--- src/rtl/hll_pkg.sv ---
package hll_pkg;

    localparam int HASH_BITS = 32;
    localparam int RANK_BITS = 6;
    localparam int SUM_BITS  = 34;
    localparam int EST_BITS  = 32;

    // 0.697 in q16
    localparam logic [15:0] ALPHA_Q16 = 16'd45678;

endpackage

--- src/rtl/hll_divider.sv ---
module hll_divider #(
    parameter int NUM_BITS = 43
) (
    input  logic                         clk,
    input  logic                         rst_n,
    input  logic                         start,
    input  logic [NUM_BITS-1:0]          numerator,
    input  logic [hll_pkg::SUM_BITS-1:0] divisor,
    output logic                         done,
    output logic [NUM_BITS-1:0]          quotient
);
    import hll_pkg::*;

    localparam int CNT_BITS = $clog2(NUM_BITS + 1);

    logic [NUM_BITS-1:0] quo_reg, quo_next;
    logic [SUM_BITS-1:0] rem_reg, rem_next;
    logic [SUM_BITS-1:0] den_reg;
    logic [CNT_BITS-1:0] cnt_reg, cnt_next;
    logic                busy_reg, busy_next;
    logic                done_reg, done_next;

    logic [SUM_BITS:0]   rem_shift;
    logic [SUM_BITS+1:0] diff;
    logic                fits;

    // one restoring step per cycle
    always_comb
    begin
        rem_shift = {rem_reg, quo_reg[NUM_BITS-1]};
        diff      = {1'b0, rem_shift} - {2'b00, den_reg};
        fits      = !diff[SUM_BITS+1];
    end

    always_comb
    begin
        quo_next  = quo_reg;
        rem_next  = rem_reg;
        cnt_next  = cnt_reg;
        busy_next = busy_reg;
        done_next = 1'b0;
        if (start)
        begin
            quo_next  = numerator;
            rem_next  = '0;
            cnt_next  = CNT_BITS'(NUM_BITS);
            busy_next = 1'b1;
        end
        else if (busy_reg)
        begin
            quo_next = {quo_reg[NUM_BITS-2:0], fits};
            rem_next = fits ? diff[SUM_BITS-1:0] : rem_shift[SUM_BITS-1:0];
            cnt_next = cnt_reg - CNT_BITS'(1);
            if (cnt_reg == CNT_BITS'(1))
            begin
                busy_next = 1'b0;
                done_next = 1'b1;
            end
        end
    end

    always_ff @(posedge clk or negedge rst_n)
    begin
        if (!rst_n)
        begin
            cnt_reg  <= '0;
            busy_reg <= 1'b0;
            done_reg <= 1'b0;
        end
        else
        begin
            cnt_reg  <= cnt_next;
            busy_reg <= busy_next;
            done_reg <= done_next;
        end
    end

    always_ff @(posedge clk)
    begin
        quo_reg <= quo_next;
        rem_reg <= rem_next;
        if (start)
        begin
            den_reg <= divisor;
        end
    end

    assign done     = done_reg;
    assign quotient = quo_reg;

endmodule

--- config.mk ---
export PLATFORM = sky130hd
export DESIGN_NAME = hll_divider
export DESIGN_NICKNAME = d
export VERILOG_FILES = /design/src/rtl/hll_pkg.sv /design/src/rtl/hll_divider.sv
export SDC_FILE = /design/constraint.sdc
export NUM_CORES = 1
export LEC_CHECK = 0
export ABC_AREA = 1
export BUFFER_PORTS_ARGS = -buffer_cell sky130_fd_sc_hd__buf_2
export CAP_MARGIN = 20
export CORE_ASPECT_RATIO = 0.9
export CORE_UTILIZATION = 30
export DETAILED_ROUTE_END_ITERATION = 12
export PLACE_DENSITY = 0.45
export SLEW_MARGIN = 10
export SYNTH_ARGS = -nofsm -noshare
export SYNTH_HDL_FRONTEND = slang
export SYNTH_SLANG_ARGS = --single-unit
--- constraint.sdc ---
create_clock -name clk -period 3.25 [get_ports clk]
set_input_delay 0.65 -clock clk [delete_from_list [all_inputs] [get_ports clk]]
set_output_delay 0.65 -clock clk [all_outputs]
set_load 0.02 [all_outputs]
### After elaboration in Yosys (flattened, before gate mapping)

Cells that the tools add are included.

| cells by class | value |
|---|---|
| $add $sub $neg | 2 |
| reduce and logical (&&, ||, !) cells | 2 |
| equal/unequal tests | 1 |
| mux-type cells | 11 |

Operators with widths:

| operator | number |
|---|---|
| 43-bit 2-to-1 mux | 2 |
| 35-bit by 34-bit subtractor with 36-bit output | 1 |
| 34-bit 2-to-1 mux | 1 |
| 6-bit 2-to-1 mux | 2 |
| 6-bit by 1-bit equality test with 1-bit output (second input constant) | 1 |
| 1-bit 2-to-1 mux | 6 |
| 6-bit by 1-bit subtractor with 6-bit output (second input constant) | 1 |
| 2-bit nonzero test | 1 |
| 1-bit logical NOT | 1 |

| storage, ports and cells | value |
|---|---|
| bits of input ports | 80 |
| word-level logic and storage cells | 22 |
| register bits | 119 |
| output and inout port bits | 44 |

### Logic depth before layout (Yosys ltp)

| depth | value |
|---|---|
| depth in word-level cells | 4 |
| depth in mapped cells | 17 |
| mapped depth without buffers | 16 |

### Worst setup path before layout

No wires, ideal clock.

| timing path | value |
|---|---|
| path kind | input to register |
| from | input start |
| to | register quo_reg[0], in the netlist quotient[0], enable pin |
| required time | 2.825 ns |
| stages on the path | 3 |
| data arrival time | 2.266 ns |
| slack | 0.559 ns |
| setup time | 0.425 ns |
| path buffers | 1 |
| path through | nor2_1 inv_1 clkbuf_1 |

| between the ends | value |
|---|---|
| cells in the longest elaborated chain, start to end | 1 |

RTL lines:

| element | RTL line | RTL |
|---|---|---|
| from (decl) | hll_divider.sv:6 | `input logic start,` |
| 2-bit nonzero test (no source line) | n/a |  |
| to (signal assigned) | hll_divider.sv:80 | `quo_reg <= quo_next;` |
| to (decl) | hll_divider.sv:16 | `logic [NUM_BITS-1:0] quo_reg, quo_next;` |

Every way passes these cells.
A chain may end at the register's enable or synchronous reset.

### Final worst setup path

| timing path | value |
|---|---|
| from | register den_reg[16] |
| to | register rem_reg[17] |

| between the ends | value |
|---|---|
| cells in the longest elaborated chain, start to end | 2 |

RTL lines:

| element | RTL line | RTL |
|---|---|---|
| from (decl) | hll_divider.sv:18 | `logic [SUM_BITS-1:0] den_reg;` |
| from (signal assigned) | hll_divider.sv:84 | `den_reg <= divisor;` |
| 35-bit by 34-bit subtractor with 36-bit output | hll_divider.sv:31 | `diff = {1'b0, rem_shift} - {2'b00, den_reg};` |
| 34-bit 2-to-1 mux | hll_divider.sv:52 | `rem_next = fits ? diff[SUM_BITS-1:0] : rem_shift[SUM_BITS-1:0];` |
| to (signal assigned) | hll_divider.sv:81 | `rem_reg <= rem_next;` |
| to (decl) | hll_divider.sv:17 | `logic [SUM_BITS-1:0] rem_reg, rem_next;` |

Every way passes these cells.

==> metrics <==
first-pass GRT wire length=36.2 mm; DRT Pass-1 Iters=5; Cell variety after synth=39; Most Frequent Cell on Critical Path=nand2_1; vias post-DR=6,926; share of layout cells above drive strength 1=14.8%; CP Launch Type=register; vias per cell=4.49; LEAKAGE=4.90 nW; max FFs per register=43; Post-Syn Area=0.00757 mm²; Hold WC Path Type=primary input to async pin; status=finished clean; Post-Route Skew=0.0170 ns; chip height=153 µm; total track usage=18.3%; Post-Syn Nets=1,184; initial antenna violation count=0; RSZ-0062 raised after global routing=no; Post-DP HPWL=17.2 mm; Slew headroom=63.3%; postcts setup bufs=0; Setup TNS Final=0 ns; CP peak stage delay=0.43 ns; number of diodes=0; Final Hold Slack=0.0591 ns; clock sinks=119; period utilization=83.0%; wire per inst=14.7 µm; synthesized flop and latch total=119; number of flops mapped to enable cells by yosys=77; Die Area=0.0259 mm²; Synth area leader=edfxtp_1; # setup viols final=0; sequential element share of the synthesized area=42.2%; PortBufs=123; Fmax=0.371 GHz; Post-synth top cells=421 x nand2_1, 182 x inv_1, 88 x nand3_1, 77 x edfxtp_1, 66 x nor2_1; vias in the first global route=6,532; Worst EP arrival=3.02 ns; critical path required time=3.57 ns; CP max stage cell=nand2_4; Area growth, synth to finish=21.5%; die extent in x=169 µm; H-Tree Depth=4; Worst Path Buf+Inv=1; CTS root buffer=clkbuf_16; Initial DRC Count=417; Worst-Skew Late Latency=0.44 ns; top-area cell type share of the netlist area=30.6%; crit-path cells=inv_1, ha_1, nand2_1, nor2_4, nand2_1, nor2_1, nand2_1, nand3_2, nand2_4, nand2_4, nand3_1, nand3_1, nand2_1; clock-pin slew on the worst setup and hold paths=0.06 ns; drt total wl=22.8 mm; CTS Hold Buffers Added=0; Least-Margin Pin Slew=0.545 ns; Slew Viols, Final=0; # fillers=2,693; Antenna Nets Post-Route=0; Setup Crit Path Kind=register to register; Max Cap Viol=0; Max clock buf depth=2; cell with the most instances after synthesis=nand2_1; Cells after Synth=1,067; synthesized area per cell=7.09 µm²; DRC violations left=0; crit path capture type=register; Yosys warnings=0; core area=0.0245 mm²; VDD IR max=0.413 mV; CTS tree=yes; Crit path max-delay family=simple AND/OR/NAND/NOR gates; Power per Cell Area=751 mW/mm²; global placer's final weighted congestion=0.966; Async S/R FF share, synth=6.72%; Power, Total=6.90 mW; final net count=1,312; largest net degree at the start of global routing=47; Synth area leaders=edfxtp_1 31%, nand2_1 21%, inv_1 9.0%, dfxtp_1 9.0%, ha_1 6.0%; fin crit period=2.70 ns; Rows=54; total CTS buffers=17; Crit Path Max Fanout=35; post-CTS resize count=0; Top FF cell, synth=edfxtp_1; final hold vios=0; aggregate global routing overflow=0; # IOs=124; Initial Utilization=30.9%
[cell type report]
type	instances	area [µm²]	area share [%]
clock buffer	17	425	4.63
clock inverter	14	195	2.12
inverter	186	698	7.60
multi-input combinational	737	3550	38.6
sequential	119	3190	34.7
tap	336	420	4.57
timing repair buffer	134	713	7.76
[metrics by stage]
stage          utilization (%)  instance area (µm²)  setup slack (ns)  std cells
2_1_floorplan                -                 7570             0.559       1067
3_3_place_gp              34.9                 8570             0.559       1512
3_5_place_dp              34.9                 8570             0.553       1512
4_1_cts                   37.5                 9190             0.532       1543
5_1_grt                   37.5                 9190             0.386       1543
6_report                  37.5                 9190             0.552       1543
[power by group]
group,total [mW],switching (mW),leakage (nW),internal [mW]
clock network,2.06,0.777,0.296,1.28
logic,2.83,1.86,3.43,0.976
registers,2.01,0.140,1.18,1.87
total,6.90,2.77,4.90,4.13
[logic make-up after synthesis]
group / synth area share [%]
adders and majority gates: 6.22
AOI/OAI and AO/OA: 4.86
and+or+nand+nor: 34.0
DFF: 42.2
buffers and inverters: 11.0
xor gates and xnor gates: 1.74
[cell usage in the layout (no fill, tap or decap), types with 17 or more instances in the layout]
| master | n |
|---|---|
| a21oi_1 | 23 |
| buf_2 | 122 |
| clkbuf_16 | 17 |
| dfxtp_1 | 34 |
| edfxtp_1 | 77 |
| ha_1 | 36 |
| inv_1 | 181 |
| nand2_1 | 421 |
| nand3_1 | 88 |
| nor2_1 | 65 |
| o21ai_1 | 18 |
[worst paths after layout]
check / from / slack [ns] / cells after the start / end
min reg2reg: rem_reg[21] / 0.47 / 2 / rem_reg[21]
min in group clk: divisor[26] / 0.38 / 1 / den_reg[26]
max reg2reg: den_reg[16] / 0.55 / 13 / rem_reg[17]
max in group asynchronous: rst_n / 3.01 / 1 / busy_reg
min: rst_n / 0.06 / 1 / cnt_reg[4]
max: den_reg[16] / 0.55 / 13 / rem_reg[17]
[layer usage]
metal  track usage (%)  part of all wire (%)  wire length [µm]  vias to the layer above
li1                  -                     -                 -                     3599
met4              5.58                   1.3               295                        0
met3              4.73                   5.9              1350                       25
met5                 0                     0                 0                        -
met2              26.0                    41              9310                      165
met1              26.7                    52             11800                     3137
No activity file was read; power rests on OpenSTA's default activity.
